==> src/rtl/core/first_fit_block_allocator_top_defines.svh <==
// ----------------------------------------------------------------------------
// first_fit_block_allocator_top_defines
// assertion macros shared by the allocator checks
// ----------------------------------------------------------------------------
`ifndef FIRST_FIT_BLOCK_ALLOCATOR_TOP_DEFINES_SVH
`define FIRST_FIT_BLOCK_ALLOCATOR_TOP_DEFINES_SVH

// consequent must hold in the same cycle as the antecedent
`define FFBA_ASSERT_SAME(label, ante, cons) \
    label: assert property (@(posedge aclk) disable iff (!aresetn) (ante) |-> (cons)) \
        else $error("allocator check failed");

// consequent must hold in the cycle after the antecedent
`define FFBA_ASSERT_NEXT(label, ante, cons) \
    label: assert property (@(posedge aclk) disable iff (!aresetn) (ante) |=> (cons)) \
        else $error("allocator check failed");

`endif

==> src/rtl/core/ffba_pkg.sv <==
// ----------------------------------------------------------------------------
// ffba_pkg
// types and constants of the first fit block allocator
// ----------------------------------------------------------------------------
package ffba_pkg;

    localparam int REQ_W   = 13;  // request_size
    localparam int FADDR_W = 12;  // free_address
    localparam int PADDR_W = 12;  // payload_address
    // rounded request: request plus at most ALIGN_BYTES - 1 alignment bytes
    localparam int RND_W   = 14;

    localparam logic OP_ALLOC = 1'b0;
    localparam logic OP_FREE  = 1'b1;

    localparam logic FIT_FIRST = 1'b0;
    localparam logic FIT_BEST  = 1'b1;

    localparam logic STATUS_OK  = 1'b0;
    localparam logic STATUS_OOM = 1'b1;

    typedef enum logic [1:0] {
        ST_IDLE,
        ST_WALK,
        ST_DECIDE
    } eng_state_t;

    typedef struct packed {
        logic             done;
        logic [RND_W-1:0] size;
    } align_res_t;

    typedef struct packed {
        logic [PADDR_W-1:0] addr;
        logic               status;
        logic               reused;
    } result_t;

endpackage

==> src/rtl/core/ffba_align_unit.sv <==
// ----------------------------------------------------------------------------
// ffba_align_unit
// rounds a request up to the alignment by a reciprocal multiply
// ----------------------------------------------------------------------------
module ffba_align_unit #(
    parameter int ALIGN_BYTES = 8
) (
    input  logic                       aclk,
    input  logic                       aresetn,
    input  logic                       start,
    input  logic [ffba_pkg::REQ_W-1:0] req,
    output ffba_pkg::align_res_t       res
);

    localparam int RND_W  = ffba_pkg::RND_W;
    // n times the rounding error of the reciprocal stays below 2**SHIFT
    localparam int SHIFT  = 20;
    localparam int RCP_W  = SHIFT + 1;
    localparam int PROD_W = RND_W + RCP_W;
    localparam int AL_W   = $clog2(ALIGN_BYTES) + 1;
    localparam int SCL_W  = RND_W + AL_W;
    localparam logic [RCP_W-1:0] RECIP_C =
        RCP_W'((2 ** SHIFT + ALIGN_BYTES - 1) / ALIGN_BYTES);
    localparam logic [RND_W-1:0] BIAS_C  = RND_W'(ALIGN_BYTES - 1);

    logic              busy_reg;
    logic [RND_W-1:0]  n_reg;
    logic [RND_W-1:0]  q_reg;
    logic [RND_W-1:0]  n_next;
    logic [PROD_W-1:0] prod;
    logic [SCL_W-1:0]  scaled;

    assign n_next = RND_W'(req) + BIAS_C;
    // quotient of n by the alignment
    assign prod   = PROD_W'(n_reg) * PROD_W'(RECIP_C);
    assign scaled = SCL_W'(q_reg) * SCL_W'(ALIGN_BYTES);

    always_ff @(posedge aclk) begin
        if (!aresetn) begin
            busy_reg <= 1'b0;
        end else begin
            busy_reg <= start;
        end
    end

    always_ff @(posedge aclk) begin
        if (start) begin
            n_reg <= n_next;
        end
        q_reg <= prod[SHIFT +: RND_W];
    end

    assign res.done = !busy_reg;
    assign res.size = scaled[RND_W-1:0];

endmodule

==> config.mk <==
export PLATFORM = sky130hd
export DESIGN_NAME = ffba_align_unit
export DESIGN_NICKNAME = d
export VERILOG_FILES = /design/src/rtl/core/first_fit_block_allocator_top_defines.svh /design/src/rtl/core/ffba_pkg.sv /design/src/rtl/core/ffba_align_unit.sv
export SDC_FILE = /design/constraint.sdc
export NUM_CORES = 1
export LEC_CHECK = 0
export ABC_AREA = 1
export BUFFER_PORTS_ARGS = -buffer_cell sky130_fd_sc_hd__buf_4
export CAP_MARGIN = 20
export CORE_MARGIN = 2
export CORE_UTILIZATION = 30
export DETAILED_ROUTE_END_ITERATION = 8
export GPL_TIMING_DRIVEN = 0
export SETUP_SLACK_MARGIN = 0.2
export SLEW_MARGIN = 20
export SYNTH_ARGS = -nofsm -noshare
export SYNTH_HDL_FRONTEND = slang
export SYNTH_SLANG_ARGS = --single-unit
==> constraint.sdc <==
create_clock -name aclk -period 1.2 [get_ports aclk]
set_input_delay 0.24 -clock aclk [delete_from_list [all_inputs] [get_ports aclk]]
set_output_delay 0.24 -clock aclk [all_outputs]
set_load 0.01 [all_outputs]
==> flow_metrics.py, run 1 <==
metrics = {
    "run_status": {
        "outcome": "complete, no violations",
    },
    "synthesis": {
        "synth_commonest_cells": "21 x nand2_1, 12 x dfxtp_1, 11 x edfxtp_1, 11 x inv_1, 6 x nor2_1",
        "synth_xor_area_frac": 0.0273,
        "yosys-mux-area-fraction": 0,
        "netlist_top_cells_area": "edfxtp_1 34%, dfxtp_1 25%, nand2_1 8.2%",
        "synth_top_area_cell": "edfxtp_1",
        "ys_async_sr_fraction": 0,
        "yosys.area_share.simple": 0.257,
        "synth.avg_cell_area_um2": 10.1,
        "synth_top_family_by_area": "simple AND/OR/NAND/NOR gates",
        "ys_types": 23,
        "yosys.area_share.adder": 0,
        "syn-cell-area_um2": 961,
        "synth.most_common_cell": "nand2_1",
        "synth_compound_gate_area_share": 0.0352,
        "synth_edf_count": 11,
        "synth.ff_latch_count": 23,
        "postSynthCellCount": 95,
        "synth_ff_type": "dfxtp_1",
        "yosys_warnings": 0,
        "synth_top_area_share": 0.344,
        "yosysSeqAreaShare": 0.594,
    },
    "pwr": {
        "max-vdd-ir-drop_mv": 0.339,
        "cellPowerDensity_nw_per_um2": 1130,
        "p_leak_nw": 0.583,
        "p_total_mw": 1.47,
    },
    "clock_network": {
        "clkLatencyLatePin_ns": 0.29,
        "cts_root_buffer": "clkbuf_4",
        "h-tree-depth": 1,
        "cts_buffers": 3,
        "cts.clk_slew.worst_paths_ns": 0.10,
        "cts_tree": "built",
        "cts_sinks": 23,
        "cts_max_path_buffers": 2,
    },
    "critical_path": {
        "cp.depth": 2,
        "critical_path_peak_fanout": 1,
        "cp.required_ns": 0.96,
        "cpMaxStageDelayCell": "dfxtp_2",
        "reg2regPathDepth": 0,
        "cpPeakStageDelay_ns": 0.33,
        "cp_top_family": "flip-flops",
        "worstSetupStartpointType": "register",
        "critPathKind": "reg2out",
        "crit_path_end_kind": "primary output",
        "cp.buffers_inverters": 2,
        "crit_chain": "inv_2 -> buf_6",
        "worst-endpoint-arrival_ns": 0.76,
    },
    "global_route": {
        "grt_pass1_wl_mm": 2.17,
        "antenna_found_initial": 0,
        "grt-ovfl-total": 0,
        "grt_max_degree": 13,
        "grt_pass1_vias": 548,
        "grt_use_total": 0.0823,
    },
    "timing": {
        "hold_viol_final": 0,
        "fin_crit_sh": 0.832,
        "slew_viol_final": 0,
        "tns_ns": 0,
        "fin_crit_ns": 0.998,
        "grt_setup_unrepaired": "yes",
        "fmax_mhz": 1000,
        "fin_worst_skew_ns": 0.00524,
        "setup_viol": 0,
    },
    "route": {
        "via_count": 659,
        "drtAntennaViolNets": 0,
        "drt-initial-drc-count": 18,
        "avgRoutedWirePerCell_um": 8.31,
        "drc": 0,
        "totalWireLength_mm": 1.42,
        "dr.pass1.iters": 6,
        "vias_per_cell": 3.85,
    },
    "final_layout": {
        "diodes": 0,
        "final-instance-count-excl-fill": 171,
        "fin_area_um2": 1300,
        "area_growth_pct": 35.3,
        "layout.nets": 144,
        "drive_above_1_share": 0.425,
    },
    "place": {
        "hpwl_mm": 1.17,
        "portBuffers": 26,
        "place_area_um2": 1220,
        "placed_cells": 167,
        "place.gp.congestion": 0.755,
    },
    "die": {
        "num_io_pins": 31,
        "row_count": 20,
        "die_h_um": 60.6,
        "die-area_um2": 3670,
        "initial_core_util": 0.315,
        "die_w_um": 60.6,
        "core_um2": 3050,
    },
    "worst_hold_path": {
        "holdPathStages": 3,
        "hp-class": "in2reg",
    },
    "flow_run": {
        "cap_violations": 0,
    },
}
metrics by stage:
step / hold slack [ns] / setup slack (ns) / util
3_3_place_gp: 0.327 / 0.0450 / 0.399
5_1_grt: 0.113 / 0.150 / 0.426
6_report: 0.124 / 0.202 / 0.426
4_1_cts: 0.113 / 0.185 / 0.409
2_1_floorplan: 0.323 / 0.217 / -
3_5_place_dp: 0.327 / 0.0250 / 0.399
final cells by class:
cell class	instances	area, um^2
plain buffers	4	33.8
clock buffers	4	26.3
fillers	316	1750
inverters	12	46.3
multi-input cells	58	318
flip-flops and latches	23	581
well taps	44	55.1
repair buffers	26	240
report_power, final:
| part | leakage [nW] | internal, mW | total (mW) | switching [mW] |
|---|---|---|---|---|
| logic | 0.359 | 0.127 | 0.238 | 0.112 |
| registers | 0.209 | 0.896 | 0.915 | 0.0187 |
| clock network | 0.0150 | 0.129 | 0.314 | 0.185 |
| total | 0.583 | 1.15 | 1.47 | 0.315 |
routing by layer:
metal,global-route usage,part of all wire
met5,0,0
met4,0.0652,0.0056
met3,0.0128,0.065
met2,0.146,0.52
met1,0.0856,0.41
kinds of logic after synthesis:
group	Yosys count
simple gates	46
flops	23
buf+inv	16
compound gates	6
xor+xnor	3
other cells	1
cells in the final DEF (no fill, tap or decap):
cell	Yosys	routed
nor2_4	3	3
nand2_2	2	2
dfxtp_1	12	4
or2_1	1	1
nand3_1	4	4
nor2_2	2	2
nand4_1	1	1
nor3_1	1	1
dfxtp_2	0	8
edfxtp_1	11	11
clkbuf_1	0	1
clkinv_2	1	1
inv_2	0	1
buf_4	3	17
inv_1	11	10
nand2_1	21	21
nand2_4	3	3
buf_6	1	13
xnor2_1	1	1
xor2_1	2	2
a21oi_1	2	2
o21ai_1	3	3
a21oi_2	1	1
clkbuf_4	0	3
conb_1	1	3
nor2_1	6	6
nand3b_1	2	2
timing repair:
item,CTS,global route
buffers inserted,0,0
cloned,0,0
gates resized for setup,1,20
hold buffers,0,0
setup endpoints to repair,1,12
worst paths after layout:
check | from | endpoint | slack [ns]
max | busy_reg | res[14] | 0.20
max reg2reg | n_reg[13] | q_reg[10] | 0.71
min | aresetn | busy_reg | 0.12
min reg2reg | n_reg[11] | q_reg[8] | 0.35
Note: power is estimated with default switching activity, not from simulation.
==> run 2: changes to the inputs <==
==> constraint.sdc (replaced) <==
create_clock -name aclk -period 0.9 [get_ports aclk]
set_input_delay 0.18 -clock aclk [delete_from_list [all_inputs] [get_ports aclk]]
set_output_delay 0.18 -clock aclk [all_outputs]
set_load 0.01 [all_outputs]
==> flow_metrics.py, run 2 (synthesis results as in run 1) <==
metrics = {
    "route": {
        "drc": 0,
        "vias_per_cell": 3.91,
        "drt-initial-drc-count": 2,
        "totalWireLength_mm": 1.66,
        "avgRoutedWirePerCell_um": 9.52,
        "via_count": 680,
        "dr.pass1.iters": 3,
        "drtAntennaViolNets": 0,
    },
    "critical_path": {
        "crit_chain": "inv_2 -> buf_6",
        "worst-endpoint-arrival_ns": 0.76,
        "cpPeakStageDelay_ns": 0.33,
        "reg2regPathDepth": 0,
        "cp.required_ns": 0.72,
        "worstSetupStartpointType": "register",
        "crit_path_end_kind": "primary output",
        "critPathKind": "reg2out",
        "cpMaxStageDelayCell": "dfxtp_2",
        "critical_path_peak_fanout": 1,
    },
    "clock_network": {
        "cts_tree": "built",
        "cts_root_buffer": "clkbuf_4",
        "clkLatencyLatePin_ns": 0.29,
        "cts_buffers": 3,
        "cts_max_path_buffers": 2,
        "cts.clk_slew.worst_paths_ns": 0.10,
        "h-tree-depth": 1,
        "cts_sinks": 23,
    },
    "place": {
        "hpwl_mm": 1.25,
        "place_area_um2": 1220,
        "place.gp.congestion": 0.751,
        "portBuffers": 26,
        "pre_cts_ws_ns": -0.216,
    },
    "final_layout": {
        "fill_cells": 293,
        "area_growth_pct": 48.8,
        "drive_above_1_share": 0.515,
        "fin_area_um2": 1430,
        "layout.nets": 147,
        "layout.cells.most_common_list": "16 x nand2_1, 15 x buf_4, 14 x buf_6",
        "multiInputGateArea_um2": 387,
        "regArea_um2": 582,
        "layout_commonest_cell": "nand2_1",
        "diodes": 0,
    },
    "die": {
        "die_w_um": 60.6,
        "num_io_pins": 31,
        "core_um2": 3050,
        "die_h_um": 60.6,
        "initial_core_util": 0.315,
        "die-area_um2": 3670,
        "row_count": 20,
    },
    "pwr": {
        "p_int_mw": 1.57,
        "max-vdd-ir-drop_mv": 0.502,
        "p_leak_nw": 0.634,
        "pwr-share-comb": 0.186,
        "pwr-share-seq": 0.605,
        "swShare": 0.224,
        "cellPowerDensity_nw_per_um2": 1410,
        "p_sw_uw": 452,
        "p_total_mw": 2.02,
        "p_clk_frac": 0.209,
    },
    "global_route": {
        "grt_max_degree": 13,
        "grt_pass1_vias": 602,
        "grt_use_met2": 0.169,
        "met3_usage": 0.0149,
        "use_met1": 0.0927,
        "antenna_found_initial": 0,
        "gr-max-usage-layer": "met2",
        "grt_pass1_wl_mm": 2.42,
        "grt-ovfl-total": 0,
        "grt_use_total": 0.0918,
    },
    "timing": {
        "grt_setup_unrepaired": "yes",
        "fin_worst_skew_ns": 0.000409,
        "fin_crit_ns": 0.939,
        "fmax_mhz": 1060,
        "fin_crit_sh": 1.04,
        "slew_viol_final": 0,
        "post-route-worst-setup-slack_ns": -0.0393,
        "setup_viol": 12,
        "hold_viol_final": 0,
    },
    "run_status": {
        "violations": "negative setup slack",
        "outcome": "complete, but fails checks",
    },
    "worst_hold_path": {
        "hp-class": "in2reg",
        "holdPathStages": 3,
    },
    "flow_run": {
        "cap_violations": 0,
    },
}
-- run 2: changes by cell type in the layout (fill, tap and decap cells not counted), sizes merged --
cell  change
buf       +3
-- run 2: routing by layer --
metal,routed length [um],up-vias
li1,-,365
met1,616,289
met2,918,20
met3,72,6
met4,48,0
met5,0,-
-- run 2: critical path: cells and delay by family, from the launching register on --
kind,cells,cell delay [ns]
DFF,1,0.33
buffers and inverters,2,0.13
-- run 2: area by class of cell --
cell class | instances | share of cell area
buffer | 4 | 0.0262
clock buffer | 4 | 0.0184
inverter | 12 | 0.0350
multi-input combinational | 58 | 0.270
sequential | 23 | 0.407
tap | 44 | 0.0385
timing repair buffer | 29 | 0.205
-- run 2: power groups by stage --
| stage | clock (mW) | sequential, mW | combinational, mW |
|---|---|---|---|
| 2_1_floorplan | 0 | 1.25 | 0.113 |
| 3_3_place_gp | 0 | 1.23 | 0.292 |
| 3_5_place_dp | 0 | 1.23 | 0.296 |
| 4_1_cts | 0.451 | 1.22 | 0.334 |
| 5_1_grt | 0.491 | 1.23 | 0.411 |
| 6_report | 0.423 | 1.22 | 0.376 |
-- run 2: per-stage QoR --
step | utilization | std cells | hold slack (ns) | setup TNS [ns]
2_1_floorplan | - | 97 | 0.273 | -0.0137
3_3_place_gp | 0.400 | 167 | 0.327 | -1.11
3_5_place_dp | 0.400 | 167 | 0.328 | -1.19
4_1_cts | 0.435 | 172 | 0.0451 | -0.351
5_1_grt | 0.468 | 174 | 0.0503 | -0.623
6_report | 0.468 | 174 | 0.0637 | -0.123
-- run 2: final timing paths --
check / from / end / slack, ns
hold / removal: aresetn / busy_reg / 0.06
setup / recovery: busy_reg / res[14] / -0.04
hold reg to reg: n_reg[6] / q_reg[3] / 0.35
setup reg to reg: n_reg[11] / q_reg[8] / 0.41
-- run 2: repair_timing --
action / 4_1_cts / 5_1_grt
setup endpoints to repair: 14 / 16
setup buffers: 1 / 2
hold buffers: 0 / 0
gates resized for setup: 23 / 25
pin swaps: 4 / 12
==> run 3: changes to the inputs <==
==> constraint.sdc (replaced) <==
create_clock -name aclk -period 1.1 [get_ports aclk]
set_input_delay 0.22 -clock aclk [delete_from_list [all_inputs] [get_ports aclk]]
set_output_delay 0.22 -clock aclk [all_outputs]
set_load 0.01 [all_outputs]
==> flow_metrics.py, run 3 (synthesis results as in run 1) <==
metrics = {
    "timing": {
        "grt_setup_unrepaired": "yes",
        "fin_crit_ns": 0.991,
        "fmax_mhz": 1010,
        "fin_worst_skew_ns": 0.000668,
        "setup_viol": 0,
        "fin_crit_sh": 0.901,
        "hold_viol_final": 0,
        "slew_viol_final": 0,
        "tns_ns": 0,
        "timing.hold.ws_ns": 0.102,
    },
    "pwr": {
        "p_clk_frac": 0.217,
        "pwr-share-seq": 0.619,
        "p_sw_uw": 354,
        "cellPowerDensity_nw_per_um2": 1230,
        "max-vdd-ir-drop_mv": 0.355,
        "swShare": 0.219,
        "pwr-share-comb": 0.164,
        "p_int_mw": 1.26,
        "p_total_mw": 1.61,
        "p_leak_nw": 0.586,
    },
    "final_layout": {
        "fill_cells": 305,
        "diodes": 0,
        "layout.cells.most_common_list": "21 x nand2_1, 17 x buf_4, 12 x buf_6",
        "multiInputGateArea_um2": 323,
        "layout_commonest_cell": "nand2_1",
        "final_core_util": 0.429,
        "regArea_um2": 582,
        "fin_area_um2": 1310,
        "area_growth_pct": 36.3,
        "drive_above_1_share": 0.441,
        "layout.nets": 144,
    },
    "run_status": {
        "outcome": "complete, no violations",
    },
    "critical_path": {
        "reg2reg_from": "n_reg[12]",
        "r2r_slack_ns": 0.62,
        "crit_path_end_kind": "primary output",
        "worstSetupStartpointType": "register",
        "critical_path_peak_fanout": 1,
        "cp.required_ns": 0.88,
        "rr_endpoint": "q_reg[9]",
        "reg2regPathDepth": 0,
        "worst-endpoint-arrival_ns": 0.77,
        "critPathKind": "reg2out",
    },
    "global_route": {
        "grt_pass1_wl_mm": 2.47,
        "grt_use_total": 0.0926,
        "grt_max_degree": 13,
        "grt-ovfl-total": 0,
        "grt_pass1_vias": 625,
        "antenna_found_initial": 0,
    },
    "worst_hold_path": {
        "holdPathStages": 3,
        "hold_end": "busy_reg",
        "hold_start": "aresetn",
        "hp-class": "in2reg",
    },
    "route": {
        "vias_per_cell": 3.89,
        "drc": 0,
        "totalWireLength_mm": 1.56,
        "drt-initial-drc-count": 5,
        "dr.pass1.iters": 3,
        "avgRoutedWirePerCell_um": 9.13,
        "drtAntennaViolNets": 0,
        "via_count": 666,
    },
    "place": {
        "place_area_um2": 1220,
        "hpwl_mm": 1.23,
        "place.gp.congestion": 0.721,
        "portBuffers": 26,
    },
    "clock_network": {
        "cts_root_buffer": "clkbuf_4",
        "cts.clk_slew.worst_paths_ns": 0.11,
        "cts_buffers": 3,
        "clkLatencyLatePin_ns": 0.29,
        "hold_buffers": 0,
        "cts_sinks": 23,
        "h-tree-depth": 1,
        "cts_max_path_buffers": 2,
        "cts_setup_buffers": 0,
        "cts_tree": "built",
    },
    "die": {
        "core_um2": 3050,
        "die-area_um2": 3670,
        "num_io_pins": 31,
        "die_w_um": 60.6,
        "die_h_um": 60.6,
        "row_count": 20,
        "initial_core_util": 0.315,
    },
    "flow_run": {
        "cap_violations": 0,
    },
}
==> run 3: cell types whose count changed in the layout (fill, tap and decap cells not counted), moves of 2 or more <==
cell / before / now
nand2_1: 16 / 21
nor2_4: 5 / 3
nand2_4: 6 / 3
buf_6: 14 / 12
buf_4: 15 / 17
buf_8: 4 / 1
==> run 3: how the worst max path moves through the flow <==
| stage | start | endpoint | slack (ns) |
|---|---|---|---|
| after floorplan | req[3] | n_reg[11] | 0.15 |
| final | busy_reg | res[14] | 0.11 |
| after detailed placement | req[7] | n_reg[11] | -0.06 |
| after CTS | busy_reg | res[14] | 0.09 |
| after global placement | req[2] | n_reg[11] | -0.04 |
| after global routing | busy_reg | res[14] | 0.06 |
==> run 3: layout make-up <==
cell class / instances / area share
flip-flops and latches: 23 / 0.444
multi-input cells: 58 / 0.246
repair buffers: 26 / 0.183
well taps: 44 / 0.0420
inverters: 12 / 0.0353
plain buffers: 4 / 0.0287
clock buffers: 4 / 0.0201
==> run 3: repair_timing <==
item | in CTS | in global routing
resized for setup | 16 | 7
setup endpoints to repair | 12 | 13
pin swaps | 0 | 0
gates cloned | 0 | 0
==> run 3: metrics by stage <==
stage	worst slack, ns	cells
6_report	0.109	171
5_1_grt	0.0623	171
4_1_cts	0.0887	171
3_5_place_dp	-0.0647	167
3_3_place_gp	-0.0364	167
2_1_floorplan	0.147	97
==> run 3: power by group through the flow <==
stage	Combinational, mW	Sequential [mW]	Clock [mW]
after floorplan	0.0928	1.03	0
after global placement	0.238	1.01	0
after detailed placement	0.242	1.01	0
after CTS	0.263	0.996	0.369
after global routing	0.290	1.00	0.403
final	0.264	0.999	0.350
==> run 3: critical path: stages, from the launching register on <==
cell	delay, ns
dfxtp_2	0.34
inv_2	0.03
buf_6	0.10
==> run 3: per-layer routing <==
metal | routed length, um | up-vias | track usage
met5 | 0 | - | 0
met4 | 46 | 0 | 0.0870
met3 | 86 | 6 | 0.0149
met2 | 796 | 24 | 0.157
met1 | 631 | 278 | 0.0966
li1 | - | 358 | -
